### config.mk
export PLATFORM = sky130hd
export DESIGN_NAME = s2c_angle
export DESIGN_NICKNAME = d
export VERILOG_FILES = /design/src/rtl/s2c_pkg.sv /design/src/rtl/s2c_angle.sv
export SDC_FILE = /design/constraint.sdc
export NUM_CORES = 1
export LEC_CHECK = 0
export ABC_AREA = 1
export BUFFER_PORTS_ARGS = -buffer_cell sky130_fd_sc_hd__buf_4
export CORE_AREA = 2 2 209 211
export CTS_BUF_LIST = sky130_fd_sc_hd__clkbuf_8
export CTS_CLUSTER_SIZE = 28
export DETAILED_ROUTE_END_ITERATION = 7
export DIE_AREA = 0 0 211 213
export PLACE_DENSITY_LB_ADDON = 0.15
export SETUP_SLACK_MARGIN = 0.1
export SYNTH_ARGS = -nofsm -noshare
export SYNTH_HDL_FRONTEND = slang
export SYNTH_SLANG_ARGS = --single-unit
### constraint.sdc
create_clock -name clock -period 5.9 [get_ports clock]
set_clock_uncertainty 0.15 [all_clocks]
set_input_delay 1.18 -clock clock [delete_from_list [all_inputs] [get_ports clock]]
set_output_delay 1.18 -clock clock [all_outputs]
set_load 0.03 [all_outputs]
### src/rtl/s2c_pkg.sv
// ----------------------------------------------------------------------------
// s2c_pkg: shared types and constants of the polar to Cartesian converter
// Field widths, angle reduction constants, CORDIC tables and the payload
// structs passed between the pipeline sections.
// ----------------------------------------------------------------------------
package s2c_pkg;

   // input fields
   localparam int AZ_W    = 16;
   localparam int EL_W    = 15;
   localparam int DIST_W  = 16;
   localparam int REQ_W   = 48;

   // defaults of the top level parameters
   localparam int COORD_WIDTH_DEF = 16;
   localparam int TRIG_STEPS_DEF  = 16;

   // angle reduction: degrees*128 modulo a full turn, then quotient/remainder by 45
   localparam int MOD_TURN  = 46080;
   localparam int DEG_DIV   = 45;
   localparam int RECIP_K   = 93206;   // floor(2^22 / 45)
   localparam int RECIP_SH  = 22;
   localparam int QUOT_W    = 10;
   localparam int REM_W     = 6;
   localparam int BAM_W     = 32;      // binary angle, full circle = 2^32

   // CORDIC datapath
   localparam int ROT_W     = 33;
   localparam int TRIG_W    = 32;
   localparam int TAB_LEN   = 30;
   localparam logic signed [ROT_W-1:0] CORDIC_GAIN = 33'h026DD3B6A;

   typedef logic [BAM_W-1:0] ang_tab_type [TAB_LEN];

   localparam ang_tab_type ANG_TAB = '{
      32'h20000000, 32'h12E4051E, 32'h09FB385B, 32'h051111D4, 32'h028B0D43,
      32'h0145D7E1, 32'h00A2F61E, 32'h00517C55, 32'h0028BE53, 32'h00145F2F,
      32'h000A2F98, 32'h000517CC, 32'h00028BE6, 32'h000145F3, 32'h0000A2FA,
      32'h0000517D, 32'h000028BE, 32'h0000145F, 32'h00000A30, 32'h00000518,
      32'h0000028C, 32'h00000146, 32'h000000A3, 32'h00000051, 32'h00000029,
      32'h00000014, 32'h0000000A, 32'h00000005, 32'h00000003, 32'h00000001
   };

   // low 22 bits of the binary angle for each remainder modulo 45
   typedef logic [RECIP_SH-1:0] frac_tab_type [2**REM_W];

   function automatic frac_tab_type build_frac_tab();
      frac_tab_type tab;
      longint       v;
      for (int i = 0; i < 2**REM_W; i++) begin
         v = (longint'(i) * 4194304 + 22) / DEG_DIV;
         tab[i] = (i < DEG_DIV) ? v[RECIP_SH-1:0] : '0;
      end
      return tab;
   endfunction

   localparam frac_tab_type FRAC_TAB = build_frac_tab();

   // angle section to CORDIC section
   typedef struct packed {
      logic signed [ROT_W-1:0] z_az;
      logic signed [ROT_W-1:0] z_el;
      logic                    flip_az;
      logic                    flip_el;
      logic [DIST_W-1:0]       radius;
   } s2c_rot_type;

   // CORDIC section to scaling section
   typedef struct packed {
      logic signed [ROT_W-1:0] cos_az;
      logic signed [ROT_W-1:0] sin_az;
      logic signed [ROT_W-1:0] cos_el;
      logic signed [ROT_W-1:0] sin_el;
      logic                    flip_az;
      logic                    flip_el;
      logic [DIST_W-1:0]       radius;
   } s2c_trig_type;

endpackage

### src/rtl/s2c_angle.sv
// ----------------------------------------------------------------------------
// s2c_angle: angle reduction
// Wraps azimuth and elevation into one turn, converts degrees*128 to a 32-bit
// binary angle and folds it into +-90 degrees. Five register stages.
// ----------------------------------------------------------------------------
module s2c_angle (
   input  logic                           clock,
   input  logic                           reset,
   input  logic                           en,
   input  logic                           in_valid,
   input  logic [s2c_pkg::AZ_W-1:0]       azimuth,
   input  logic [s2c_pkg::EL_W-1:0]       elevation,
   input  logic [s2c_pkg::DIST_W-1:0]     distance,
   output logic                           out_valid,
   output s2c_pkg::s2c_rot_type           out_rot
);

   localparam int NSTAGE = 5;
   localparam int M_W    = 16;
   localparam int R0_W   = 7;

   logic [NSTAGE-1:0]               valid_ff;
   logic [s2c_pkg::DIST_W-1:0]      dist_ff [NSTAGE];

   logic signed [M_W:0]             ang_ext [2];

   logic [M_W-1:0]                  m_ff    [2];
   logic [M_W-1:0]                  m2_ff   [2];
   logic [s2c_pkg::BAM_W-1:0]       prod_ff [2];
   logic [s2c_pkg::QUOT_W-1:0]      q0_ff   [2];
   logic [R0_W-1:0]                 r0_ff   [2];
   logic [s2c_pkg::QUOT_W-1:0]      q_ff    [2];
   logic [s2c_pkg::REM_W-1:0]       r_ff    [2];
   logic signed [s2c_pkg::ROT_W-1:0] z_ff   [2];
   logic                            flip_ff [2];

   assign ang_ext[0] = {azimuth[s2c_pkg::AZ_W-1], azimuth};
   assign ang_ext[1] = {{2{elevation[s2c_pkg::EL_W-1]}}, elevation};

   always_ff @(posedge clock) begin
      if (reset) begin
         valid_ff <= '0;
      end else if (en) begin
         valid_ff <= {valid_ff[NSTAGE-2:0], in_valid};
      end
   end

   always_ff @(posedge clock) begin
      if (en) begin
         dist_ff[0] <= distance;
         for (int k = 1; k < NSTAGE; k++) begin
            dist_ff[k] <= dist_ff[k-1];
         end
      end
   end

   for (genvar l = 0; l < 2; l++) begin : g_lane
      logic [M_W-1:0]                  m_in;
      logic [s2c_pkg::BAM_W-1:0]       prod_in;
      logic [M_W-1:0]                  mul45;
      logic [M_W-1:0]                  diff;
      logic                            ge;
      logic [s2c_pkg::QUOT_W-1:0]      q_in;
      logic [s2c_pkg::REM_W-1:0]       r_in;
      logic [s2c_pkg::BAM_W-1:0]       t;
      logic [s2c_pkg::BAM_W-1:0]       tf;
      logic                            flip_in;
      logic signed [s2c_pkg::ROT_W-1:0] z_in;

      always_comb begin
         // stage 1: wrap into [0, 46080)
         m_in = ang_ext[l][M_W] ? M_W'(ang_ext[l] + 17'(s2c_pkg::MOD_TURN))
                                : ang_ext[l][M_W-1:0];
         // stage 2: reciprocal estimate of m / 45
         prod_in = s2c_pkg::BAM_W'(m_ff[l]) * s2c_pkg::BAM_W'(s2c_pkg::RECIP_K);
         // stage 3: estimate is low by at most one, so remainder is below 90
         mul45 = M_W'(prod_ff[l][s2c_pkg::BAM_W-1:s2c_pkg::RECIP_SH]) * M_W'(s2c_pkg::DEG_DIV);
         diff  = m2_ff[l] - mul45;
         // stage 4: one correction step
         ge   = (r0_ff[l] >= R0_W'(s2c_pkg::DEG_DIV));
         q_in = q0_ff[l] + s2c_pkg::QUOT_W'(ge);
         r_in = ge ? s2c_pkg::REM_W'(r0_ff[l] - R0_W'(s2c_pkg::DEG_DIV))
                   : r0_ff[l][s2c_pkg::REM_W-1:0];
         // stage 5: binary angle = q*2^22 + frac(r), fold into +-quarter turn
         t       = {q_ff[l], s2c_pkg::FRAC_TAB[r_ff[l]]};
         flip_in = (!t[31] && t[30] && (|t[29:0])) || (t[31] && !t[30]);
         tf      = flip_in ? {~t[31], t[30:0]} : t;
         z_in    = {tf[31], tf};
      end

      always_ff @(posedge clock) begin
         if (en) begin
            m_ff[l]    <= m_in;
            m2_ff[l]   <= m_ff[l];
            prod_ff[l] <= prod_in;
            q0_ff[l]   <= prod_ff[l][s2c_pkg::BAM_W-1:s2c_pkg::RECIP_SH];
            r0_ff[l]   <= diff[R0_W-1:0];
            q_ff[l]    <= q_in;
            r_ff[l]    <= r_in;
            z_ff[l]    <= z_in;
            flip_ff[l] <= flip_in;
         end
      end
   end

   assign out_valid       = valid_ff[NSTAGE-1];
   assign out_rot.z_az    = z_ff[0];
   assign out_rot.z_el    = z_ff[1];
   assign out_rot.flip_az = flip_ff[0];
   assign out_rot.flip_el = flip_ff[1];
   assign out_rot.radius  = dist_ff[NSTAGE-1];

   a_rem_bound: assert property (@(posedge clock) disable iff (reset)
      valid_ff[2] |-> (r0_ff[0] < 7'd90) && (r0_ff[1] < 7'd90))
      else $error("remainder estimate off by more than one divisor");

   a_fold_range: assert property (@(posedge clock) disable iff (reset)
      valid_ff[4] |-> (z_ff[0] <= 33'sh040000000) && (z_ff[0] >= -33'sh040000000) &&
                      (z_ff[1] <= 33'sh040000000) && (z_ff[1] >= -33'sh040000000))
      else $error("folded angle outside quarter turn");

endmodule

==> flow_summary_export.csv, run 1 <==
group,metric,value,unit
route,dr.pass1.iters,5,
route,drc,0,
job,drv_cap,0,
critical_path,critPathArrivalTime,5.64,ns
route,post_drt_wl_per_cell,16.0,um
min_path,hp-start,"prod_ff[0][60]$_DFFE_PP_",
timing,worst_slack,0.519,ns
yosys,ys_types,47,
floorplan,die_area,44900,um^2
min_path,hold_depth,0,
floorplan,die_y,213,um
timing,setup_viol,0,
min_path,hp-class,"reg -> reg",
placed_design,hpwl,37300,um
global_route,grt_max_degree,116,
finish,fill_cells,3920,
floorplan,rows,76,
timing,slew_headroom,0.392,
timing,max_freq,186,MHz
placed_design,place_congestion,0.927,
yosys,synth_ff_type,"edfxtp_1",
yosys,synth_commonest_cells,"inv_1 (454), nand2_1 (344), ha_1 (272)",
critical_path,r2r-end,"prod_ff[0][61]$_DFFE_PP_",
finish,drive_gt1_frac,0.106,
timing,slew_viol_final,0,
yosys,synth_nets,2608,
yosys,synth-seq-cells,273,
yosys,yosys.area.top_type_share,0.380,
route,vias,14416,
clock_tree,clk_latency,0.66,ns
critical_path,cp-end-kind,"flip-flop",
placed_design,dpl_cell_area,22600,um^2
timing,period_minus_slack,5.38,ns
yosys,synthArstFlopShare,0,
yosys,synth_area,21200,um^2
critical_path,r2r_cells,18,
timing,finalHoldViolCount,0,
finish,nNetsFinal,2755,
timing,finalCritPeriodShare,0.912,
clock_tree,htreeDepth,2,
route,viasPerCell,5.02,
global_route,grt.overflow.total,0,
route,drt-initial-drc-count,752,
finish,diodes,0,
timing,setup_tns,0,ns
clock_tree,cts_resized,0,
critical_path,crit_type,"reg -> reg",
placed_design,numPortBuffers,135,
timing,grt_setup_unrepaired,"no",
clock_tree,clock_sinks,273,
placed_design,dpl_worst_slack,0.483,ns
finish,area_growth,10.9,%
critical_path,cp-start-kind,"flip-flop",
clock_tree,ctsLongestPathBuffers,3,
route,ant_nets,0,
placed_design,dp.cells,2786,
clock_tree,cts_hold_buf,0,
yosys,ys.warnings.count,0,
global_route,grt_pass1_vias,14634,
critical_path,cp_max_fo,5,
clock_tree,clk_pin_slew,0.07,ns
global_route,grt_pass1_wl,75100,um
global_route,antenna_found_initial,1,
critical_path,worstPathRequired,6.16,ns
finish,final_cells,2872,
yosys,synth.avg_cell_area,9.89,um^2
timing,worst_pin_slew,0.912,ns
floorplan,die_w,211,um
yosys,yosysMostFrequentCell,"inv_1",
clock_tree,cts_inserted_buffers,48,
route,routed_wirelength,46000,um
status,status,"finished clean",
finish,final_area,23500,um^2
global_route,gr-usage-all-layers,0.213,
yosys,synth_largest_area_cell,"edfxtp_1",
finish,seq_area,8150,um^2
floorplan,placeableCoreArea,42700,um^2
yosys,synth_cells,2143,
floorplan,start_util,0.496,
min_path,hold_end,"q0_ff[0][18]$_DFFE_PP_",
clock_tree,postCtsSetupRepairBufs,0,
finish,multi_input_area,11000,um^2
yosys,yosysSeqAreaShare,0.385,
yosys,yosys-top-cells-area,"edfxtp_1 (38%), ha_1 (16%), fa_1 (13%)",
clock_tree,cts_tree,"done",
clock_tree,root_buffer,"clkbuf_8",
critical_path,r2r_slack,0.52,ns
floorplan,io_pins,136,
yosys,synth_edf_count,268,
critical_path,r2r-start,"m_ff[0][20]$_DFFE_PP_",
[final cells by class]
cell class	count	share of cell area
inverters	464	0.0743
clock inverters	38	0.0103
clock buffers	48	0.0281
flip-flops and latches	273	0.347
multi-input cells	1365	0.467
well taps	546	0.0291
repair buffers	138	0.0449
[worst max path at each step]
stage / from / end / slack [ns] / cells past startpoint
floorplan: m_ff[0][20]$_DFFE_PP_ / prod_ff[0][61]$_DFFE_PP_ / 0.89 / 18
global placement: m_ff[0][20]$_DFFE_PP_ / prod_ff[0][61]$_DFFE_PP_ / 0.50 / 18
detailed placement: m_ff[0][20]$_DFFE_PP_ / prod_ff[0][61]$_DFFE_PP_ / 0.48 / 18
CTS: m_ff[0][20]$_DFFE_PP_ / prod_ff[0][61]$_DFFE_PP_ / 0.48 / 18
global route: m_ff[0][20]$_DFFE_PP_ / prod_ff[0][61]$_DFFE_PP_ / 0.20 / 18
finish: m_ff[0][20]$_DFFE_PP_ / prod_ff[0][61]$_DFFE_PP_ / 0.52 / 18
[flip-flops by register name (all words and copies together), names as in the netlist]
register	cells
dist_ff	80
flip_ff	2
m2_ff	14
m_ff	32
prod_ff	20
q0_ff	20
q_ff	20
r0_ff	14
r_ff	12
valid_ff	5
z_ff	54
[critical path, cell delays in order (launching register included)]
cell and delay [ns]:
edfxtp_1 0.48, ha_1 0.38, inv_1 0.07, fa_1 0.48
fa_1 0.55, inv_1 0.06, fa_1 0.52, inv_1 0.05
fa_1 0.50, fa_1 0.55, inv_1 0.04, ha_1 0.32
a21oi_1 0.19, a21boi_0 0.29, o21ai_0 0.15, a21oi_1 0.19
nand2_1 0.07, nand2_1 0.06, nand2_1 0.04
[routing by layer]
layer  vias to the layer above  global-route usage  share of wire
li1                       7194                   -              -
met1                      6794               0.291           0.47
met2                       337               0.342           0.45
met3                        89              0.0435          0.054
met4                         2              0.0687          0.027
met5                         -                   0        0.00015
[stage by stage]
step | hold slack [ns] | util
after floorplan | 0.250 | -
after global placement | 0.251 | 0.529
after detailed placement | 0.255 | 0.529
after CTS | 0.225 | 0.550
after global routing | 0.257 | 0.550
final | 0.230 | 0.550
[kinds of logic after synthesis]
logic type,synth area share
and+or+nand+nor,0.132
DFF,0.385
adders and majority gates,0.295
xor gates and xnor gates,0.0351
buffers and inverters,0.0980
AOI/OAI and AO/OA,0.0555
muxes,0.000531
[cells in the final DEF, fill, tap and decap left out, types with 17 or more instances in the layout]
| cell | netlist | final |
|---|---|---|
| inv_1 | 454 | 465 |
| nand2_1 | 344 | 344 |
| ha_1 | 272 | 272 |
| edfxtp_1 | 268 | 268 |
| nor2_1 | 148 | 148 |
| fa_1 | 142 | 142 |
| buf_4 | 30 | 136 |
| nand3_1 | 90 | 90 |
| a21oi_1 | 88 | 88 |
| o21ai_0 | 63 | 63 |
| xor2_1 | 55 | 55 |
| clkbuf_8 | 0 | 48 |
| xnor2_1 | 30 | 30 |
| nor3_1 | 18 | 18 |
| clkinv_1 | 1 | 17 |
Power of run 1 is left out: the tool's default activity adds up to more than one toggle a clock period on the data nets, which glitch-free logic cannot reach.
==> run 2, diff against run 1 <==
--- a/config.mk
+++ b/config.mk
@@ -5,13 +5,13 @@
 export SDC_FILE = /design/constraint.sdc
 export NUM_CORES = 1
 export LEC_CHECK = 0
-export ABC_AREA = 1
+export ABC_AREA = 0
 export BUFFER_PORTS_ARGS = -buffer_cell sky130_fd_sc_hd__buf_4
-export CORE_AREA = 2 2 209 211
+export CORE_AREA = 2 2 204 206
 export CTS_BUF_LIST = sky130_fd_sc_hd__clkbuf_8
 export CTS_CLUSTER_SIZE = 28
 export DETAILED_ROUTE_END_ITERATION = 7
-export DIE_AREA = 0 0 211 213
+export DIE_AREA = 0 0 206 208
 export PLACE_DENSITY_LB_ADDON = 0.15
 export SETUP_SLACK_MARGIN = 0.1
 export SYNTH_ARGS = -nofsm -noshare
==> flow_summary_export.csv, run 2 <==
group,metric,value,unit
critical_path,critPathSlowestCell,"fa_1",
clock_tree,htreeDepth,2,
yosys,ys_types,84,
timing,setup_tns,0,ns
route,dr.pass1.iters,6,
critical_path,cp_cell_sequence,"buf_6 -> ha_4 -> fa_1 -> inv_1 -> fa_1 -> fa_1 -> inv_1 -> fa_1 -> inv_1 -> fa_1 -> inv_2 -> ha_4 -> nand4_1 -> nor3_2 -> o211ai_1 -> a311oi_2 -> buf_4 -> nor3_1 -> a2bb2oi_1",
yosys,synth_edf_count,268,
finish,final_common_cell,"inv_1",
timing,grt_setup_unrepaired,"no",
critical_path,crit_type,"reg -> reg",
yosys,synth_ff_type,"edfxtp_1",
yosys,synth_nets,2193,
route,vias,12558,
route,post_drt_wl_per_cell,15.9,um
global_route,grt_pass1_wl,62700,um
route,ant_nets,0,
clock_tree,clk_latency,0.63,ns
critical_path,cpMostUsedCell,"fa_1",
critical_path,cp-start-kind,"flip-flop",
yosys,synth_largest_area_cell,"edfxtp_1",
timing,period_minus_slack,5.58,ns
clock_tree,clk_pin_slew,0.06,ns
global_route,grt_max_degree,115,
global_route,antenna_found_initial,0,
clock_tree,root_buffer,"clkbuf_8",
min_path,hp-class,"reg -> reg",
placed_design,dpl_cell_area,21500,um^2
timing,slew_headroom,0.376,
floorplan,start_util,0.497,
clock_tree,clock_sinks,273,
floorplan,placeableCoreArea,40600,um^2
floorplan,rows,74,
timing,setup_viol,0,
yosys,synth_area,20100,um^2
placed_design,hpwl,30400,um
timing,slew_viol_final,0,
yosys,yosys-top-cells-area,"edfxtp_1 (40%), ha_1 (17%), fa_1 (14%)",
yosys,synth.avg_cell_area,11.7,um^2
yosys,synth_cells,1728,
critical_path,critPathArrivalTime,5.80,ns
timing,max_freq,179,MHz
route,drc,0,
floorplan,die_w,206,um
global_route,grt.overflow.total,0,
route,viasPerCell,5.14,
route,met2_length,17600,um
placed_design,dpl_worst_slack,0.107,ns
clock_tree,cts_inserted_buffers,49,
clock_tree,cts_tree,"done",
critical_path,worstPathRequired,6.12,ns
timing,worst_slack,0.322,ns
finish,drive_gt1_frac,0.134,
finish,largest_register,"dist_ff",
finish,utilization,0.560,
floorplan,die_area,42800,um^2
route,drt-initial-drc-count,499,
status,status,"finished clean",
route,routed_wirelength,38800,um
finish,diodes,0,
job,drv_cap,0,
finish,area_growth,12.8,%
yosys,yosysMostFrequentCell,"inv_1",
floorplan,io_pins,136,
finish,final_area,22700,um^2
timing,finalCritPeriodShare,0.945,
finish,nNetsFinal,2337,
floorplan,die_y,208,um
yosys,yosys.area.top_type_share,0.400,
timing,finalHoldViolCount,0,
route,wl_met3,1930,um
route,maxUsedRoutingLayer,"met4",
clock_tree,ctsLongestPathBuffers,3,
yosys,synth-seq-cells,273,
finish,largest_reg_flops,80,
finish,layout_common_cells,"inv_1 (341), ha_1 (268), edfxtp_1 (268)",
critical_path,crit_path_max_incr_delay,0.55,ns
yosys,ys.warnings.count,0,
timing,worst_pin_slew,0.937,ns
yosys,synthArstFlopShare,0,
route,drt-met1-wl,18000,um
global_route,grt_pass1_vias,12558,
finish,largest_registers,"dist_ff (80), z_ff (54), m_ff (32)",
critical_path,cp-end-kind,"flip-flop",
placed_design,numPortBuffers,135,
yosys,yosysSeqAreaShare,0.405,
yosys,synth_commonest_cells,"inv_1 (333), ha_1 (272), edfxtp_1 (268)",
critical_path,cp_max_fo,4,
placed_design,place_congestion,0.934,
global_route,gr-usage-all-layers,0.183,
[run 2: cell count changes after synthesis, sizes merged, moves of 13 or more]
cell | previous run | this run
inv | 463 | 333
nor2 | 159 | 58
nand2 | 360 | 62
a21oi | 92 | 69
xor2 | 55 | 23
xnor2 | 30 | 70
a211oi | 1 | 15
clkbuf | 0 | 15
nor2b | 0 | 13
nand2b | 0 | 21
nand3 | 93 | 27
[run 2: cell families (layout without fill, tap and decap cells)]
logic type / after synthesis / in the layout / synth area share
adder cells (fa/ha/maj): 414 / 414 / 0.310
AND/OR/NAND/NOR: 272 / 272 / 0.0690
flip-flops: 273 / 273 / 0.405
XOR/XNOR: 93 / 93 / 0.0404
buffers and inverters: 397 / 579 / 0.0823
multiplexers: 14 / 14 / 0.00783
AO/OA/AOI/OAI: 265 / 265 / 0.0856
[run 2: timing repair]
item / 4_1_cts / 5_1_grt
pin swaps: 1 / 8
hold buffers: 0 / 0
buffers inserted: 0 / 8
setup endpoints to repair: 1 / 5
resized for setup: 0 / 11
[run 2: critical path: cells and delay by family, from the launching register on]
family | cells | cell delay (ns)
AOI/OAI and AO/OA | 3 | 0.62
buffers and inverters | 6 | 0.54
and+or+nand+nor | 3 | 0.46
adders and majority gates | 7 | 3.07
DFF | 1 | 0.48
[run 2: through the flow]
step	hold slack, ns	instances
6_report	0.252	2442
5_1_grt	0.259	2442
4_1_cts	0.253	2434
3_5_place_dp	0.255	2345
3_3_place_gp	0.250	2345
2_1_floorplan	0.250	1728
[run 2: cell type report]
| cell class | instances | area (um^2) |
|---|---|---|
| clock buffers | 49 | 674 |
| flip-flops and latches | 273 | 8150 |
| multi-input cells | 1058 | 10400 |
| clock inverters | 40 | 364 |
| repair buffers | 156 | 1190 |
| fillers | 3443 | 17800 |
| inverters | 334 | 1250 |
| well taps | 532 | 666 |
[run 2: layer usage]
| metal | GRT usage | up-vias |
|---|---|---|
| met5 | 0 | - |
| met3 | 0.0298 | 71 |
| met2 | 0.285 | 311 |
| met4 | 0.0700 | 0 |
| li1 | - | 6225 |
| met1 | 0.258 | 5951 |
[run 2: path summary, 6_finish.rpt]
check / from / end / slack (ns) / cells after the start
min reg2reg: prod_ff[0][29]$_DFFE_PP_ / q0_ff[0][8]$_DFFE_PP_ / 0.25 / 0
max reg2reg: m_ff[0][21]$_DFFE_PP_ / prod_ff[0][60]$_DFFE_PP_ / 0.32 / 19
max: m_ff[0][21]$_DFFE_PP_ / prod_ff[0][60]$_DFFE_PP_ / 0.32 / 19
min: prod_ff[0][29]$_DFFE_PP_ / q0_ff[0][8]$_DFFE_PP_ / 0.25 / 0
Power of run 2 is left out for the same reason.
==> run 3, diff against run 2 <==
--- a/config.mk
+++ b/config.mk
@@ -14,6 +14,7 @@
 export DIE_AREA = 0 0 206 208
 export PLACE_DENSITY_LB_ADDON = 0.15
 export SETUP_SLACK_MARGIN = 0.1
+export SLEW_MARGIN = 15
 export SYNTH_ARGS = -nofsm -noshare
 export SYNTH_HDL_FRONTEND = slang
 export SYNTH_SLANG_ARGS = --single-unit
==> constraint.sdc (replaced) <==
create_clock -name clock -period 6.12 [get_ports clock]
set_clock_uncertainty 0.15 [all_clocks]
set_input_delay 1.224 -clock clock [delete_from_list [all_inputs] [get_ports clock]]
set_output_delay 1.224 -clock clock [all_outputs]
set_load 0.05 [all_outputs]
==> flow_summary_export.csv, run 3 (synthesis results as in run 2) <==
group,metric,value,unit
min_path,hp-start,"dist_ff[0][27]$_DFFE_PP_",
finish,layout_common_cells,"inv_1 (343), ha_1 (271), edfxtp_1 (268)",
timing,worst_slack,0.377,ns
global_route,antenna_found_initial,0,
timing,worst_pin_slew,0.810,ns
global_route,grt_max_degree,98,
finish,seq_area,8150,um^2
placed_design,dpl_worst_slack,0.169,ns
finish,nNetsFinal,2323,
route,drt-initial-drc-count,558,
timing,period_minus_slack,5.74,ns
timing,slew_viol_final,0,
clock_tree,ctsLongestPathBuffers,3,
min_path,hp-class,"reg -> reg",
timing,max_freq,174,MHz
clock_tree,root_buffer,"clkbuf_8",
critical_path,cp-startpoint,"m_ff[0][5]$_DFFE_PP_",
timing,setup_tns,0,ns
critical_path,cp-end-kind,"flip-flop",
finish,final_common_cell,"inv_1",
floorplan,die_w,206,um
floorplan,die_y,208,um
floorplan,rows,74,
route,ant_nets,0,
clock_tree,clk_pin_slew,0.06,ns
critical_path,cp_cell_sequence,"ha_1 -> inv_1 -> fa_1 -> fa_1 -> inv_1 -> fa_1 -> inv_1 -> fa_1 -> fa_1 -> inv_1 -> ha_1 -> a21oi_1 -> o21ai_0 -> o21ai_0 -> o311ai_1 -> or4b_2 -> nand3_1",
floorplan,start_util,0.497,
timing,slew_headroom,0.460,
route,vias,12491,
critical_path,critPathArrivalTime,6.07,ns
clock_tree,cts_tree,"done",
finish,drive_gt1_frac,0.122,
critical_path,crit_type,"reg -> reg",
finish,fill_cells,3522,
job,drv_cap,0,
finish,multi_input_area,10400,um^2
route,routed_wirelength,39000,um
floorplan,die_area,42800,um^2
placed_design,dpl_cell_area,21500,um^2
route,drc,0,
route,dr.pass1.iters,5,
clock_tree,clk_latency,0.61,ns
placed_design,hpwl,30800,um
critical_path,crit_path_max_incr_delay,0.69,ns
global_route,grt_pass1_vias,12464,
route,post_drt_wl_per_cell,16.1,um
timing,finalCritPeriodShare,0.938,
placed_design,place_congestion,0.932,
critical_path,critPathSlowestCell,"or4b_2",
status,status,"finished clean",
finish,largest_registers,"dist_ff (80), z_ff (54), m_ff (32)",
route,viasPerCell,5.15,
clock_tree,cts_inserted_buffers,46,
global_route,grt.overflow.total,0,
clock_tree,cts_hold_buf,0,
floorplan,io_pins,136,
timing,setup_viol,0,
finish,largest_register,"dist_ff",
timing,finalHoldViolCount,0,
global_route,grt_pass1_wl,62300,um
critical_path,cp-start-kind,"flip-flop",
placed_design,numPortBuffers,135,
critical_path,cp_max_fo,5,
finish,largest_reg_flops,80,
clock_tree,htreeDepth,2,
finish,final_area,22400,um^2
finish,diodes,0,
critical_path,worstPathRequired,6.44,ns
critical_path,cpMostUsedCell,"fa_1",
floorplan,placeableCoreArea,40600,um^2
critical_path,r2r-start,"m_ff[0][5]$_DFFE_PP_",
finish,area_growth,11.1,%
global_route,gr-usage-all-layers,0.184,
clock_tree,clock_sinks,273,
timing,grt_setup_unrepaired,"no",
run 3: stage by stage:
step | hold WS [ns] | utilization | instances
global route | 0.274 | 0.552 | 2424
detailed placement | 0.255 | 0.530 | 2340
global placement | 0.250 | 0.530 | 2340
finish | 0.267 | 0.552 | 2424
CTS | 0.267 | 0.550 | 2422
floorplan | 0.250 | - | 1728
run 3: layer usage:
metal  share of wire  vias to the layer above  track usage
met2            0.46                      303        0.291
met3           0.048                       58       0.0290
li1                -                     6172            -
met4           0.029                        0       0.0682
met5               0                        -            0
met1            0.47                     5958        0.257
run 3: layout make-up:
type,count,area share
clock inverter,36,0.00884
clock buffer,46,0.0283
timing repair buffer,145,0.0496
multi-input combinational,1058,0.463
sequential,273,0.364
tap,532,0.0298
inverter,334,0.0560
run 3: final timing paths:
path,endpoint,slack [ns],depth (start not counted)
min reg2reg,dist_ff[0][43]$_DFFE_PP_,0.27,0
min,dist_ff[0][43]$_DFFE_PP_,0.27,0
max,prod_ff[0][24]$_DFFE_PP_,0.38,17
max reg2reg,prod_ff[0][24]$_DFFE_PP_,0.38,17
run 3: timing repair:
| item | 4_1_cts | 5_1_grt |
|---|---|---|
| resized for setup | 0 | 4 |
| setup buffers | 0 | 2 |
| endpoints found under the setup margin | 0 | 3 |
run 3: critical path: cells and delay by family, from the launching register on:
family / cells / cell delay, ns
flip-flops: 1 / 0.49
buffers and inverters: 4 / 0.29
adder cells (fa/ha/maj): 7 / 3.04
AO/OA/AOI/OAI: 4 / 0.86
AND/OR/NAND/NOR: 2 / 0.79
Power of run 3 is left out for the same reason.
